File: src/spcc_pkg.sv
package spcc_pkg;

  localparam logic [31:0] FREE_MARK = 32'hFFFF_FFFF;
  localparam logic [31:0] WORD_MAX  = 32'hFFFF_FFFF;
  localparam int unsigned CFG_IDX_W = 1;

  // configuration register indexes
  localparam logic [CFG_IDX_W-1:0] CFG_SPP  = 1'b0;
  localparam logic [CFG_IDX_W-1:0] CFG_PEND = 1'b1;

  // page size limits
  localparam logic [7:0] SPP_MIN = 8'd8;
  localparam logic [7:0] SPP_MAX = 8'd128;

  // request operations
  localparam logic [1:0] OP_READ  = 2'd0;
  localparam logic [1:0] OP_WRITE = 2'd1;
  localparam logic [1:0] OP_FLUSH = 2'd2;
  localparam logic [1:0] OP_INVAL = 2'd3;

  // result actions
  localparam logic [1:0] ACT_READY = 2'd0;
  localparam logic [1:0] ACT_WB    = 2'd1;
  localparam logic [1:0] ACT_FILL  = 2'd2;
  localparam logic [1:0] ACT_FDONE = 2'd3;

  typedef enum logic [3:0] {
    S_IDLE,
    S_DIV,
    S_SCAN,
    S_HFIND,
    S_HOLD,
    S_HUPD,
    S_WB,
    S_FILL,
    S_READY,
    S_FLUSH,
    S_FDONE
  } spcc_state_t;

  // one page's state
  typedef struct packed {
    logic [31:0] base;
    logic [7:0]  count;
    logic [31:0] stamp;
    logic        dirty;
  } spcc_page_t;

  // command to the selected page cell
  typedef struct packed {
    logic        load;
    logic [31:0] base;
    logic [7:0]  count;
    logic        stamp_we;
    logic [31:0] stamp;
    logic        set_dirty;
    logic        clr_dirty;
    logic        free_all;
  } spcc_pcmd_t;

  // one eviction-history record
  typedef struct packed {
    logic [31:0] sector;
    logic [31:0] count;
    logic [31:0] stamp;
  } spcc_hist_t;

  // command to the selected history cell
  typedef struct packed {
    logic        upd;
    logic        newrec;
    logic [31:0] key;
    logic        stamp_we;
    logic [31:0] stamp;
  } spcc_hcmd_t;

  // result payload
  typedef struct packed {
    logic [1:0]  action;
    logic [2:0]  page;
    logic [31:0] run_start;
    logic [7:0]  run_count;
    logic [6:0]  sector_offset;
    logic        last;
  } spcc_res_t;

endpackage

File: src/spcc_in_if.sv
interface spcc_in_if;
  logic        valid;
  logic        ready;
  logic [1:0]  operation;
  logic [31:0] sector;
  modport source (output valid, operation, sector, input ready);
  modport sink   (input valid, operation, sector, output ready);
endinterface

File: src/spcc_out_if.sv
interface spcc_out_if;
  logic        valid;
  logic        ready;
  logic [1:0]  action;
  logic [2:0]  page;
  logic [31:0] run_start;
  logic [7:0]  run_count;
  logic [6:0]  sector_offset;
  logic        last;
  modport source (output valid, action, page, run_start, run_count, sector_offset, last,
                  input ready);
  modport sink   (input valid, action, page, run_start, run_count, sector_offset, last,
                  output ready);
endinterface

File: src/spcc_page_cell.sv
module spcc_page_cell
  import spcc_pkg::*;
(
  input  logic       clk,
  input  logic       rst_n,
  input  logic       sel,
  input  spcc_pcmd_t cmd,
  output spcc_page_t st
);

  spcc_page_t st_r;

  // page state; reset and invalidate free the page
  always_ff @(posedge clk) begin
    if (!rst_n || cmd.free_all) begin
      st_r.base  <= FREE_MARK;
      st_r.count <= 8'd0;
      st_r.stamp <= 32'd0;
      st_r.dirty <= 1'b0;
    end else if (sel) begin
      if (cmd.load) begin
        st_r.base  <= cmd.base;
        st_r.count <= cmd.count;
      end
      if (cmd.stamp_we) st_r.stamp <= cmd.stamp;
      if (cmd.set_dirty) begin
        st_r.dirty <= 1'b1;
      end else if (cmd.clr_dirty) begin
        st_r.dirty <= 1'b0;
      end
    end
  end

  assign st = st_r;

endmodule

File: src/spcc_hist_cell.sv
module spcc_hist_cell
  import spcc_pkg::*;
#(
  parameter int HW  = 3,
  parameter int IDX = 0
) (
  input  logic          clk,
  input  logic          rst_n,
  input  logic          sel,
  input  spcc_hcmd_t    cmd,
  input  logic [31:0]   probe,
  input  logic          match_in,
  input  logic [HW-1:0] idx_in,
  output logic          match_out,
  output logic [HW-1:0] idx_out,
  output spcc_hist_t    st
);

  spcc_hist_t st_r;

  // record update
  always_ff @(posedge clk) begin
    if (!rst_n) begin
      st_r.sector <= FREE_MARK;
      st_r.count  <= 32'd0;
      st_r.stamp  <= 32'd0;
    end else if (sel) begin
      if (cmd.upd) begin
        if (cmd.newrec) begin
          st_r.sector <= cmd.key;
          st_r.count  <= 32'd1;
        end else begin
          st_r.count  <= st_r.count + 32'd1;
        end
      end
      if (cmd.upd || cmd.stamp_we) st_r.stamp <= cmd.stamp;
    end
  end

  // first-match chain: an earlier cell's match wins
  assign match_out = match_in || (st_r.sector == probe);
  assign idx_out   = match_in ? idx_in : HW'(IDX);
  assign st        = st_r;

endmodule

File: src/sector_page_cache_controller.sv
// Channel | Dir | Fields                                          | Handshake
// in_ch   | in  | operation, sector                               | valid/ready
// out_ch  | out | action, page, run_start, run_count,             | valid/ready
//         |     |   sector_offset, last                           |
// cfg     | in  | cfg_we, cfg_index, cfg_data                     | write on cfg_we
//
// One request at a time. An access computes a bit-serial remainder (page alignment),
// scans the pages in order, and on eviction does a history lookup, a search of the
// history records for the oldest when the victim has no record, then history update,
// writeback, fill and ready. Flush walks every page, then reports done.
// Synchronous active-low reset frees all pages and clears the history.
// A full output register stalls the sequencer on every result it emits.
module sector_page_cache_controller
  import spcc_pkg::*;
#(
  parameter int PAGES   = 8,
  parameter int HISTORY = 8
) (
  input  logic                 clk,
  input  logic                 rst_n,
  input  logic                 cfg_we,
  input  logic [CFG_IDX_W-1:0] cfg_index,
  input  logic [31:0]          cfg_data,
  spcc_in_if.sink              in_ch,
  spcc_out_if.source           out_ch
);

  localparam int PW = $clog2(PAGES);
  localparam int HW = (HISTORY > 1) ? $clog2(HISTORY) : 1;

  spcc_state_t state_r, state_nxt;

  logic [7:0]    spp_r;
  logic [31:0]   pe_r;
  logic [1:0]    op_r, op_nxt;
  logic [31:0]   sector_r, sector_nxt;
  logic [7:0]    sppe_r, sppe_nxt;
  logic [4:0]    bitcnt_r, bitcnt_nxt;
  logic [7:0]    rem_r, rem_nxt;
  logic [31:0]   base_r, base_nxt;
  logic [7:0]    fcount_r, fcount_nxt;
  logic [PW-1:0] idx_r, idx_nxt;
  logic [PW-1:0] victim_r, victim_nxt;
  logic [31:0]   old_acc_r, old_acc_nxt;
  logic [31:0]   old_ev_r, old_ev_nxt;
  logic [31:0]   old_evs_r, old_evs_nxt;
  logic [HW-1:0] h_r, h_nxt;
  logic          hnew_r, hnew_nxt;
  logic [HW-1:0] hidx_r, hidx_nxt;
  logic [31:0]   oldest_r, oldest_nxt;
  logic [31:0]   aclk_r, aclk_nxt;
  logic          out_valid_r;
  spcc_res_t     res_r, res_nxt;
  logic          emit;

  spcc_page_t    pst [PAGES];
  spcc_hist_t    hst [HISTORY];
  spcc_page_t    pr;
  spcc_hist_t    hr;
  spcc_pcmd_t    pcmd;
  spcc_hcmd_t    hcmd;
  logic [PW-1:0] pg_addr;
  logic [HW-1:0] h_addr;
  logic          mch [HISTORY+1];
  logic [HW-1:0] mix [HISTORY+1];
  logic          hm;
  logic [HW-1:0] midx;

  logic          in_fire, can_emit, hit, is_free, last_pg, last_h, div_done, lru_take;
  logic [31:0]   tick_val;
  logic [7:0]    rsh, rem_step, spp_clamp;
  logic [32:0]   nxt33, pe33, end33, fc33;

  // configuration registers
  always_ff @(posedge clk) begin
    if (!rst_n) begin
      spp_r <= 8'd8;
      pe_r  <= WORD_MAX;
    end else if (cfg_we) begin
      unique case (cfg_index)
        CFG_SPP:  spp_r <= cfg_data[7:0];
        CFG_PEND: pe_r  <= cfg_data;
        default: ;
      endcase
    end
  end

  // page cells
  assign pg_addr = (state_r == S_SCAN || state_r == S_FLUSH) ? idx_r : victim_r;

  for (genvar i = 0; i < PAGES; i++) begin : g_page
    spcc_page_cell u_cell (
      .clk   (clk),
      .rst_n (rst_n),
      .sel   (pg_addr == PW'(i)),
      .cmd   (pcmd),
      .st    (pst[i])
    );
  end

  assign pr = pst[pg_addr];

  // history cells, chained for first match on the probed page base
  assign mch[0] = 1'b0;
  assign mix[0] = '0;

  for (genvar j = 0; j < HISTORY; j++) begin : g_hist
    spcc_hist_cell #(.HW(HW), .IDX(j)) u_cell (
      .clk       (clk),
      .rst_n     (rst_n),
      .sel       (h_addr == HW'(j)),
      .cmd       (hcmd),
      .probe     (pr.base),
      .match_in  (mch[j]),
      .idx_in    (mix[j]),
      .match_out (mch[j+1]),
      .idx_out   (mix[j+1]),
      .st        (hst[j])
    );
  end

  assign hm     = mch[HISTORY];
  assign midx   = mix[HISTORY];
  assign h_addr = (state_r == S_HOLD) ? hidx_r : ((state_r == S_HUPD) ? h_r : midx);
  assign hr     = hst[h_addr];

  // shared conditions
  assign in_fire  = in_ch.valid && in_ch.ready;
  assign can_emit = !out_valid_r || out_ch.ready;
  assign hit      = (sector_r >= pr.base) &&
                    ({1'b0, sector_r} < ({1'b0, pr.base} + {25'b0, pr.count}));
  assign is_free  = (pr.base == FREE_MARK);
  assign last_pg  = (idx_r == PW'(PAGES - 1));
  assign last_h   = (hidx_r == HW'(HISTORY - 1));
  assign div_done = (bitcnt_r == 5'd0);
  assign tick_val = aclk_r + 32'd1;
  assign lru_take = (pr.stamp < old_acc_r) &&
                    !(hm && (hr.count >= old_ev_r) && (hr.stamp >= old_evs_r));

  // remainder step, one sector bit per cycle
  assign rsh      = {rem_r[6:0], sector_r[bitcnt_r]};
  assign rem_step = (rsh >= sppe_r) ? (rsh - sppe_r) : rsh;
  assign spp_clamp = (spp_r < SPP_MIN) ? SPP_MIN : ((spp_r > SPP_MAX) ? SPP_MAX : spp_r);

  // fill run, clipped at the partition end
  assign nxt33 = {1'b0, base_r} + {25'b0, sppe_r};
  assign pe33  = {1'b0, pe_r};
  assign end33 = (nxt33 > pe33) ? pe33 : nxt33;
  assign fc33  = (end33 > {1'b0, base_r}) ? (end33 - {1'b0, base_r}) : 33'd0;

  function automatic logic [2:0] pg3(input logic [PW-1:0] p);
    logic [PW+2:0] w;
    w = {3'b000, p};
    return w[2:0];
  endfunction

  // next state
  always_comb begin
    state_nxt = state_r;
    unique case (state_r)
      S_IDLE: begin
        if (in_fire) begin
          state_nxt = (in_ch.operation == OP_READ || in_ch.operation == OP_WRITE) ?
                      S_DIV : S_FLUSH;
        end
      end
      S_DIV:   if (div_done) state_nxt = S_SCAN;
      S_SCAN: begin
        if (hit) begin
          if (can_emit) state_nxt = S_IDLE;
        end else if (is_free) begin
          state_nxt = S_FILL;
        end else if (last_pg) begin
          state_nxt = S_HFIND;
        end
      end
      S_HFIND: state_nxt = hm ? S_HUPD : S_HOLD;
      S_HOLD:  if (last_h) state_nxt = S_HUPD;
      S_HUPD:  state_nxt = S_WB;
      S_WB:    if (!pr.dirty || can_emit) state_nxt = S_FILL;
      S_FILL:  if (can_emit) state_nxt = S_READY;
      S_READY: if (can_emit) state_nxt = S_IDLE;
      S_FLUSH: if ((!pr.dirty || can_emit) && last_pg) state_nxt = S_FDONE;
      S_FDONE: if (can_emit) state_nxt = S_IDLE;
      default: state_nxt = S_IDLE;
    endcase
  end

  // datapath and cell commands
  always_comb begin
    op_nxt      = op_r;
    sector_nxt  = sector_r;
    sppe_nxt    = sppe_r;
    bitcnt_nxt  = bitcnt_r;
    rem_nxt     = rem_r;
    base_nxt    = base_r;
    fcount_nxt  = fcount_r;
    idx_nxt     = idx_r;
    victim_nxt  = victim_r;
    old_acc_nxt = old_acc_r;
    old_ev_nxt  = old_ev_r;
    old_evs_nxt = old_evs_r;
    h_nxt       = h_r;
    hnew_nxt    = hnew_r;
    hidx_nxt    = hidx_r;
    oldest_nxt  = oldest_r;
    aclk_nxt    = aclk_r;
    pcmd        = '0;
    hcmd        = '0;
    hcmd.key    = pr.base;
    hcmd.stamp  = tick_val;
    pcmd.stamp  = tick_val;
    emit        = 1'b0;
    res_nxt     = '0;

    unique case (state_r)
      S_IDLE: begin
        if (in_fire) begin
          op_nxt      = in_ch.operation;
          sector_nxt  = in_ch.sector;
          sppe_nxt    = spp_clamp;
          bitcnt_nxt  = 5'd31;
          rem_nxt     = 8'd0;
          idx_nxt     = '0;
          victim_nxt  = '0;
          old_acc_nxt = WORD_MAX;
          old_ev_nxt  = WORD_MAX;
          old_evs_nxt = 32'd0;
        end
      end
      S_DIV: begin
        rem_nxt    = rem_step;
        bitcnt_nxt = bitcnt_r - 5'd1;
        if (div_done) base_nxt = sector_r - {24'b0, rem_step};
      end
      S_SCAN: begin
        if (hit) begin
          if (can_emit) begin
            aclk_nxt           = tick_val;
            pcmd.stamp_we      = 1'b1;
            pcmd.set_dirty     = (op_r == OP_WRITE);
            hcmd.stamp_we      = hm;
            emit               = 1'b1;
            res_nxt.action     = ACT_READY;
            res_nxt.page       = pg3(idx_r);
            res_nxt.run_start  = pr.base;
            res_nxt.run_count  = pr.count;
            res_nxt.sector_offset = 7'(sector_r - pr.base);
            res_nxt.last       = 1'b1;
          end
        end else if (is_free) begin
          victim_nxt = idx_r;
        end else begin
          if (lru_take) begin
            victim_nxt = idx_r;
            if (hm) begin
              old_acc_nxt = WORD_MAX;
              old_ev_nxt  = hr.count;
              old_evs_nxt = hr.stamp;
            end else begin
              old_acc_nxt = pr.stamp;
              old_ev_nxt  = 32'd0;
              old_evs_nxt = 32'd0;
            end
          end
          idx_nxt = idx_r + PW'(1);
        end
      end
      S_HFIND: begin
        hidx_nxt   = '0;
        oldest_nxt = WORD_MAX;
        if (hm) begin
          h_nxt    = midx;
          hnew_nxt = 1'b0;
        end else begin
          h_nxt    = '0;
          hnew_nxt = 1'b1;
        end
      end
      S_HOLD: begin
        if (hr.stamp < oldest_r) begin
          oldest_nxt = hr.stamp;
          h_nxt      = hidx_r;
        end
        hidx_nxt = hidx_r + HW'(1);
      end
      S_HUPD: begin
        hcmd.upd    = 1'b1;
        hcmd.newrec = hnew_r;
        aclk_nxt    = tick_val;
      end
      S_WB: begin
        if (pr.dirty && can_emit) begin
          pcmd.clr_dirty    = 1'b1;
          emit              = 1'b1;
          res_nxt.action    = ACT_WB;
          res_nxt.page      = pg3(victim_r);
          res_nxt.run_start = pr.base;
          res_nxt.run_count = pr.count;
        end
      end
      S_FILL: begin
        if (can_emit) begin
          pcmd.load         = 1'b1;
          pcmd.base         = base_r;
          pcmd.count        = fc33[7:0];
          fcount_nxt        = fc33[7:0];
          emit              = 1'b1;
          res_nxt.action    = ACT_FILL;
          res_nxt.page      = pg3(victim_r);
          res_nxt.run_start = base_r;
          res_nxt.run_count = fc33[7:0];
        end
      end
      S_READY: begin
        if (can_emit) begin
          aclk_nxt              = tick_val;
          pcmd.stamp_we         = 1'b1;
          pcmd.set_dirty        = (op_r == OP_WRITE);
          emit                  = 1'b1;
          res_nxt.action        = ACT_READY;
          res_nxt.page          = pg3(victim_r);
          res_nxt.run_start     = base_r;
          res_nxt.run_count     = fcount_r;
          res_nxt.sector_offset = rem_r[6:0];
          res_nxt.last          = 1'b1;
        end
      end
      S_FLUSH: begin
        if (!pr.dirty || can_emit) begin
          idx_nxt = idx_r + PW'(1);
          if (pr.dirty) begin
            pcmd.clr_dirty    = 1'b1;
            emit              = 1'b1;
            res_nxt.action    = ACT_WB;
            res_nxt.page      = pg3(idx_r);
            res_nxt.run_start = pr.base;
            res_nxt.run_count = pr.count;
          end
        end
      end
      S_FDONE: begin
        if (can_emit) begin
          pcmd.free_all  = (op_r == OP_INVAL);
          emit           = 1'b1;
          res_nxt.action = ACT_FDONE;
          res_nxt.last   = 1'b1;
        end
      end
      default: ;
    endcase
  end

  // control registers
  always_ff @(posedge clk) begin
    if (!rst_n) begin
      state_r     <= S_IDLE;
      aclk_r      <= 32'd0;
      out_valid_r <= 1'b0;
    end else begin
      state_r <= state_nxt;
      aclk_r  <= aclk_nxt;
      if (emit) begin
        out_valid_r <= 1'b1;
      end else if (out_ch.ready) begin
        out_valid_r <= 1'b0;
      end
    end
  end

  // working registers
  always_ff @(posedge clk) begin
    op_r      <= op_nxt;
    sector_r  <= sector_nxt;
    sppe_r    <= sppe_nxt;
    bitcnt_r  <= bitcnt_nxt;
    rem_r     <= rem_nxt;
    base_r    <= base_nxt;
    fcount_r  <= fcount_nxt;
    idx_r     <= idx_nxt;
    victim_r  <= victim_nxt;
    old_acc_r <= old_acc_nxt;
    old_ev_r  <= old_ev_nxt;
    old_evs_r <= old_evs_nxt;
    h_r       <= h_nxt;
    hnew_r    <= hnew_nxt;
    hidx_r    <= hidx_nxt;
    oldest_r  <= oldest_nxt;
    if (emit) res_r <= res_nxt;
  end

  // ports
  assign in_ch.ready          = (state_r == S_IDLE);
  assign out_ch.valid         = out_valid_r;
  assign out_ch.action        = res_r.action;
  assign out_ch.page          = res_r.page;
  assign out_ch.run_start     = res_r.run_start;
  assign out_ch.run_count     = res_r.run_count;
  assign out_ch.sector_offset = res_r.sector_offset;
  assign out_ch.last          = res_r.last;

endmodule

File: src/flat_wrapper.sv
// flat-port wrapper written by rule: the top's interface ports become plain ports
module sector_page_cache_controller_flat import spcc_pkg::*;
#(
  parameter int PAGES   = 8,
  parameter int HISTORY = 8
)
  (clk, rst_n, cfg_we, cfg_index, cfg_data, in_ch_valid, in_ch_operation, in_ch_sector, in_ch_ready, out_ch_valid, out_ch_action, out_ch_page, out_ch_run_start, out_ch_run_count, out_ch_sector_offset, out_ch_last, out_ch_ready);
  spcc_in_if in_ch_i ();
  spcc_out_if out_ch_i ();
  input  logic clk;
  input  logic rst_n;
  input  logic cfg_we;
  input  logic [CFG_IDX_W-1:0] cfg_index;
  input  logic [31:0] cfg_data;
  input wire logic [$bits(in_ch_i.valid)-1:0] in_ch_valid;
  input wire logic [$bits(in_ch_i.operation)-1:0] in_ch_operation;
  input wire logic [$bits(in_ch_i.sector)-1:0] in_ch_sector;
  output wire logic [$bits(in_ch_i.ready)-1:0] in_ch_ready;
  output wire logic [$bits(out_ch_i.valid)-1:0] out_ch_valid;
  output wire logic [$bits(out_ch_i.action)-1:0] out_ch_action;
  output wire logic [$bits(out_ch_i.page)-1:0] out_ch_page;
  output wire logic [$bits(out_ch_i.run_start)-1:0] out_ch_run_start;
  output wire logic [$bits(out_ch_i.run_count)-1:0] out_ch_run_count;
  output wire logic [$bits(out_ch_i.sector_offset)-1:0] out_ch_sector_offset;
  output wire logic [$bits(out_ch_i.last)-1:0] out_ch_last;
  input wire logic [$bits(out_ch_i.ready)-1:0] out_ch_ready;
  assign in_ch_i.valid = in_ch_valid;
  assign in_ch_i.operation = in_ch_operation;
  assign in_ch_i.sector = in_ch_sector;
  assign in_ch_ready = in_ch_i.ready;
  assign out_ch_valid = out_ch_i.valid;
  assign out_ch_action = out_ch_i.action;
  assign out_ch_page = out_ch_i.page;
  assign out_ch_run_start = out_ch_i.run_start;
  assign out_ch_run_count = out_ch_i.run_count;
  assign out_ch_sector_offset = out_ch_i.sector_offset;
  assign out_ch_last = out_ch_i.last;
  assign out_ch_i.ready = out_ch_ready;
  sector_page_cache_controller #(.PAGES(PAGES), .HISTORY(HISTORY)) u_core (.clk(clk), .rst_n(rst_n), .cfg_we(cfg_we), .cfg_index(cfg_index), .cfg_data(cfg_data), .in_ch(in_ch_i), .out_ch(out_ch_i));
endmodule
File: config.mk
export PLATFORM = sky130hd
export DESIGN_NAME = sector_page_cache_controller_flat
export DESIGN_NICKNAME = d
export VERILOG_FILES = /design/src/spcc_pkg.sv /design/src/spcc_in_if.sv /design/src/spcc_out_if.sv /design/src/spcc_page_cell.sv /design/src/spcc_hist_cell.sv /design/src/sector_page_cache_controller.sv /design/src/flat_wrapper.sv
export SDC_FILE = /design/constraint.sdc
export NUM_CORES = 2
export LEC_CHECK = 0
export ABC_AREA = 1
export BUFFER_PORTS_ARGS = -buffer_cell sky130_fd_sc_hd__buf_2
export CORE_MARGIN = 1
export CORE_UTILIZATION = 60
export CTS_CLUSTER_SIZE = 12
export DETAILED_ROUTE_END_ITERATION = 10
export MAX_ROUTING_LAYER = met4
export PLACE_DENSITY = 0.8
export SYNTH_ARGS = -nofsm -noshare
export SYNTH_HDL_FRONTEND = slang
export SYNTH_SLANG_ARGS = --single-unit
File: constraint.sdc
create_clock -name clk -period 12.3 [get_ports clk]
set_input_delay 0 -clock clk [delete_from_list [all_inputs] [get_ports clk]]
set_output_delay 0 -clock clk [all_outputs]
set_load 0.03 [all_outputs]
Yosys cells after proc, flatten, opt, wreduce, memory -nomap -nowiden
Index checks and enable logic that the tools add are counted.
{ "word_totals": {"register_bits": 1717, "word_cells": 388} }
{ "classes": {"addsub": 18, "n_lt_le_gt_ge": 14, "eq_ne": 52, "n_mux": 118, "n_bitwise": 3, "n_reduce_logical": 99} }
{ "ops": {"columns": ["cell", "n"], "rows": [
  ["two-way mux 32 bit", 25],
  ["adder 32 x 1 -> 32 bit (second input constant)", 9],
  ["binary-select mux 96 bit (select 3 bit)", 1],
  ["equality test 32 bit", 8],
  ["one-hot mux 32 bit (2 select lines)", 4],
  ["binary-select mux 73 bit (select 3 bit)", 1],
  ["one-hot mux 43 bit (5 select lines)", 1],
  ["two-way mux 73 bit", 2],
  ["two-way mux 64 bit", 2],
  ["two-way mux 51 bit", 2],
  ["greater-or-equal comparator 32 bit", 3],
  ["one-hot mux 32 bit (3 select lines)", 1],
  ["AND reduction 2 bit", 48],
  ["two-way mux 45 bit", 2],
  ["two-way mux 44 bit", 2],
  ["two-way mux 41 bit", 2],
  ["adder 32 x 8 -> 33 bit", 2],
  ["> comparator 33 x 32 -> 1 bit", 2],
  ["less-than comparator 32 bit", 2],
  ["two-way mux 3 bit", 18],
  ["two-way mux 53 bit", 1],
  ["two-way mux 4 bit", 11],
  ["one-hot mux 4 bit (10 select lines)", 1],
  ["less-than comparator 32 x 33 -> 1 bit", 1],
  ["other kinds (56)", 153]
]} }

Logic depth before layout (Yosys ltp)
{ "depth": {"ltp_word": 30, "mapped_depth": 54, "mapped_depth_nobuf": 52} }

Modules after synthesis
A second synthesis with hierarchy kept.
{ "hier_totals": {"cells_unflattened": 12902, "area_unflattened_um2": 91213.7} }
{ "by_module_without_submodules": {"columns": ["mod", "n_inst", "cells_each", "area_per_inst_um2", "seq_area_each_um2"], "rows": [
  ["sector_page_cache_controller", 1, 4490, 32752.7, 10189.8],
  ["spcc_page_cell", 8, 405, 2896.5, 1461.4],
  ["spcc_hist_cell at u_core.g_hist[1].u_cell ...", 3, 647, 4411.7, 1921.8],
  ["spcc_hist_cell at u_core.g_hist[3].u_cell ...", 3, 646, 4410.5, 1921.8],
  ["spcc_hist_cell at u_core.g_hist[0].u_cell", 1, 648, 4413.0, 1921.8],
  ["spcc_hist_cell at u_core.g_hist[7].u_cell", 1, 645, 4409.2, 1921.8]
]} }

Worst setup path before layout
Ideal clock, no wire load.
{ "synth_timing": {"path_type": "register to register", "start": "register u_core.state_r[0]", "end": "register u_core.old_acc_r[0] (enable)", "setup_ns": 0.551, "t_arrival_ns": 10.392, "path_slack_ns": 1.356, "path_stages_with_launch": 48, "path_buffers": 4, "path_cell_list": "dfxtp_1 -> inv_2 -> nor2_4 -> nand2_4 -> nand2_8 -> nand2_1 -> o21ai_2 -> inv_2 -> buf_4 -> buf_4 -> nor2_1 -> inv_1 -> clkbuf_1 -> buf_1 -> o22ai_1 -> o32ai_1 -> ha_1 -> a21oi_1 -> (+12 left out) -> o31ai_1 -> nand2_1 -> ha_1 -> nand4_1 -> nor2_1 -> nand4_1 -> inv_1 -> nor2_1 -> o221ai_1 -> nand3_1 -> nand2_1 -> a21oi_1 -> o22a_1 -> nand2_1 -> nand2_1 -> nor2_1 -> nand3_1 -> nor2_1"} }
{ "synth_between": {"elab_chain_len": 28, "elab_cells_between_ends": 58} }
{ "synth_lines": {"columns": ["element", "line_no", "rtl"], "rows": [
  ["start: declaration", "sector_page_cache_controller.sv:31", "spcc_state_t state_r, state_nxt;"],
  ["start signal: assignment", "sector_page_cache_controller.sv:361", "state_r <= state_nxt;"],
  ["equality test 4 x 2 -> 1 bit or equality test 4 bit (tied branches)", "sector_page_cache_controller.sv:89, sector_page_cache_controller.sv:216", null],
  ["logical OR 1 bit", "sector_page_cache_controller.sv:89", "assign pg_addr = (state_r == S_SCAN || state_r == S_FLUSH) ? idx_r : victim_r;"],
  ["two-way mux 3 bit", "sector_page_cache_controller.sv:89", null],
  ["NOT 3 -> 4 bit (not written as such)", "sector_page_cache_controller.sv:101", "assign pr = pst[pg_addr];"],
  ["binary-select mux 73 bit (select 3 bit)", "sector_page_cache_controller.sv:101", null],
  ["two-way mux 73 bit (not written as such) (2 in series)", "sector_page_cache_controller.sv:101", null],
  ["equality test 32 bit", "spcc_hist_cell.sv:41", "assign match_out = match_in || (st_r.sector == probe);"],
  ["two-way mux 1 bit or logical OR 1 bit (tied branches)", "spcc_hist_cell.sv:42, spcc_hist_cell.sv:41", null],
  ["(+9 left out)", null, null],
  ["binary-select mux 96 bit (select 3 bit)", "sector_page_cache_controller.sv:125", "assign hr = hst[h_addr];"],
  ["two-way mux 64 bit (not written as such) (2 in series)", "sector_page_cache_controller.sv:125", null],
  ["greater-or-equal comparator 32 bit", "sector_page_cache_controller.sv:138", "!(hm && (hr.count >= old_ev_r) && (hr.stamp >= old_evs_r));"],
  ["logical AND 1 bit (2 in series)", "sector_page_cache_controller.sv:138", null],
  ["logical NOT 1 bit", "sector_page_cache_controller.sv:138", null],
  ["logical AND 1 bit", "sector_page_cache_controller.sv:137", "assign lru_take = (pr.stamp < old_acc_r) &&"],
  ["inequality test 2 x 1 -> 1 bit (no source line)", null, null],
  ["AND reduction 5 bit (no source line) *", null, null],
  ["end signal: assignment", "sector_page_cache_controller.sv:382", "old_acc_r <= old_acc_nxt;"],
  ["end: declaration", "sector_page_cache_controller.sv:44", "logic [31:0] old_acc_r, old_acc_nxt;"]
]} }
Mark *: on every way between the ends. The rest lies on a longest branch, timed or not. The select of a mux whose other input is x is not followed.
A chain may end at the register's enable or synchronous reset.

==> flow_summary.json <==
{
  "finalCritPeriodShare": 0.911,
  "dpl.hpwl_um": 207000,
  "critPathMaxFanout": 96,
  "synth_ff_type": "dfxtp_1",
  "async_reset_ff_frac": 0,
  "dieArea_mm2": 0.145,
  "clk_pin_slew_ps": 60,
  "hold_viol_final": 0,
  "clockBufferDepth": 3,
  "r2r-end": "u_core.old_ev_r[26]",
  "worstHoldEndpoint": "u_core.pe_r[15]",
  "overflow": 0,
  "ys_seq_area_frac": 0.432,
  "initial_core_util": 0.607,
  "clk_latency_ps": 850,
  "slew_headroom": 0.138,
  "routed-via-count": 82600,
  "max_cap_viol_count": 0,
  "post_drt_wl_per_cell_um": 23.1,
  "ctsHtreeMaxLevel": 4,
  "r2r-start": "u_core.state_r[1]",
  "critPathBufInv": 4,
  "layout.cells.non_filler": 13200,
  "peakVddDrop_v": 0.000224,
  "slew_violations": 0,
  "cpMaxStageDelayCell": "nand2_4",
  "yosys_warnings": 0,
  "r2r_setup_slack_ps": 1090,
  "fmax_mhz": 89.2,
  "synth-seq-cells": 1717,
  "synth_area_mm2": 0.0863,
  "syn-num-nets": 11600,
  "setup_viol": 0,
  "area_delta_synth_final_pct": 10.4,
  "crit_required_ps": 12770,
  "synth_cells": 11200,
  "finalCriticalPeriod_ps": 11210,
  "num_io_pins": 127,
  "via_per_inst": 6.27,
  "grt_max_degree": 281,
  "p_leak_nw": 40.2,
  "rsz0062_at_grt": "no",
  "hold_path.startpoint": "cfg_data[15]",
  "ys_types": 80,
  "worstPathArrival_ps": 11670,
  "grt_pass1_wl_um": 455000,
  "first_global_vias": 76200,
  "fin_worst_skew_ps": 56.6,
  "reg2reg_depth": 48,
  "root_buffer": "clkbuf_16",
  "dp_cells": 12700,
  "postRouteAntennaNets": 0,
  "io_buffers": 126,
  "synth_edf_count": 288,
  "routed_wl_um": 304000,
  "fin_nets": 11500,
  "post_cts_resize_count": 0,
  "gp_congestion": 1.02,
  "grtUsageTotal": 0.416,
  "layout-drive-gt1-share": 0.0693,
  "synth_top_area_frac": 0.331,
  "worstMarginPinSlew_ps": 1280,
  "yosysTopAreaCell": "dfxtp_1",
  "cp_common_cell": "nand2_1",
  "worst-setup-path-type": "reg2reg",
  "cts_buffers": 180,
  "hold_class": "in2reg",
  "powerDensity_mw_per_mm2": 208,
  "num_rows": 138,
  "synth_area_leaders": "dfxtp_1 33%, edfxtp_1 10%, nand2_1 9.0%",
  "drt_iter0_markers": 10800,
  "slowest_delay_ps": 960,
  "fin_tns_setup_ps": 0,
  "fillCellCount": 11700,
  "cts_tree": "yes",
  "end_kind": "flop",
  "whs_path_depth": 4,
  "clock-sinks": 1717,
  "antenna_found_initial": 20,
  "syn_area_per_cell_um2": 7.71,
  "startpoint_type": "flop",
  "die_h_um": 381,
  "chipWidth_um": 381,
  "first_pass_iters": 10,
  "drc": 0,
  "status": "finished, final reports clean",
  "core_area_mm2": 0.142,
  "cp_top_family": "simple AND/OR/NAND/NOR gates"
}
-- cells in the mapped netlist (52+ instances only) --
cell type	instances
nor3_1	188
ha_1	300
a21oi_1	1178
clkinv_1	52
edfxtp_1	288
o221ai_1	108
nor2_1	692
clkbuf_1	514
o21ai_0	1109
nand3b_1	153
o22ai_1	161
nand3_2	60
nand3_1	274
dfxtp_1	1429
inv_1	1150
buf_2	52
xnor2_1	96
xor2_1	158
nor4_1	60
nand4_1	105
nand2_1	2072
a211oi_1	112
o211ai_1	269
a22oi_1	136
-- timing repair --
| item | 4_1_cts | 5_1_grt |
|---|---|---|
| setup buffers | 0 | 0 |
| endpoints found under the hold margin | 160 | 0 |
| hold buffers | 164 | 0 |
| setup endpoints to repair | 0 | 0 |
-- final cells by class --
cell class / count / area (um^2) / area share
well taps: 1890 / 2360 / 0.0248
clock buffers: 282 / 5350 / 0.0561
flip-flops and latches: 1717 / 37300 / 0.391
multi-input cells: 7562 / 41700 / 0.438
clock inverters: 45 / 633 / 0.00664
diodes: 20 / 50.0 / 0.000525
repair buffers: 406 / 3200 / 0.0336
inverters: 1252 / 4720 / 0.0495
-- logic make-up after synthesis --
family          synth area share
compound gates             0.217
xor+xnor                  0.0258
fa+ha+maj                 0.0449
buf+inv                   0.0878
flops                      0.432
mux                     0.000116
simple gates               0.193
-- where the power goes --
part	switching [mW]	leakage (nW)	internal [mW]
registers	0.339	14.1	6.27
logic	5.62	23.2	2.04
clock network	2.40	2.92	3.15
total	8.36	40.2	11.5
-- placed cells by master (no fill, tap or decap), types with 34 or more instances in the layout --
cell type	synthesis	routed
clkbuf_8	0	43
a211oi_1	112	112
clkbuf_1	514	55
buf_4	47	112
inv_2	49	50
nor2_1	692	668
ha_1	300	300
nand4_1	105	105
nor4_1	60	60
inv_1	1150	1146
o211ai_1	269	269
nand3_1	274	273
nand2_2	33	34
xnor2_1	96	96
buf_2	52	125
clkbuf_16	0	181
dlygate4sd3_1	0	164
a22oi_1	136	136
nand3b_1	153	153
edfxtp_1	288	288
clkinv_1	52	56
o22ai_1	161	161
o21ai_0	1109	1108
xor2_1	158	157
dfxtp_1	1429	1429
o221ai_1	108	108
nand3_2	60	60
a21oi_1	1178	1177
nor3_1	188	182
nand2_1	2072	2070
-- sequential cells by signal (all words and copies together), names as in the netlist, 4 cells and up --
name,count
u_core.pe_r,32
u_core.bitcnt_r,5
u_core.old_acc_r,32
u_core.out_ch.run_count,8
u_core.base_r,32
u_core.rem_r,7
u_core.g_page.u_cell.st,584
u_core.out_ch.sector_offset,7
u_core.spp_r,8
u_core.state_r,4
u_core.out_ch.run_start,32
u_core.sector_r,32
u_core.old_ev_r,32
u_core.aclk_r,32
u_core.fcount_r,8
u_core.g_hist.u_cell.st,768
u_core.old_evs_r,32
u_core.sppe_r,8
u_core.oldest_r,32
-- through the flow --
stage                     power (mW)  hold WS, ps  area (um^2)  utilization  worst slack, ps
after CTS                       19.5         4.16        95300        0.670             1500
after global placement          13.8          179        87600        0.617             1590
after detailed placement        14.0          179        87600        0.617             1630
after global routing            20.6         39.3        95300        0.671              622
after floorplan                 11.5         98.9        86300            -             1360
final                           19.8         44.5        95300        0.671             1090
-- metal layers --
metal	vias to the layer above	track usage	share of wire
met5	-	-	0
met4	0	0.226	0.061
met3	950	0.0978	0.13
met2	5005	0.594	0.42
met1	38700	0.543	0.39
li1	38000	-	-
-- how the worst max path moves through the flow --
stage                                 start                              to  cells past startpoint
after floorplan           u_core.state_r[0]             u_core.old_acc_r[0]                     47
after global placement    u_core.state_r[1]   u_core.g_hist[2].u_cell.st[9]                     43
after detailed placement  u_core.state_r[1]            u_core.old_evs_r[11]                     41
after CTS                 u_core.state_r[1]  u_core.g_hist[2].u_cell.st[10]                     43
after global routing      u_core.state_r[1]   u_core.g_hist[2].u_cell.st[6]                     41
final                     u_core.state_r[1]             u_core.old_ev_r[26]                     48
-- tightest hold or removal path, cell delays in order --
cell	delay (ps)
dlygate4sd3_1	540
buf_2	150
nand2_1	80
o211ai_1	80
Power figures use the tool's default switching activity.
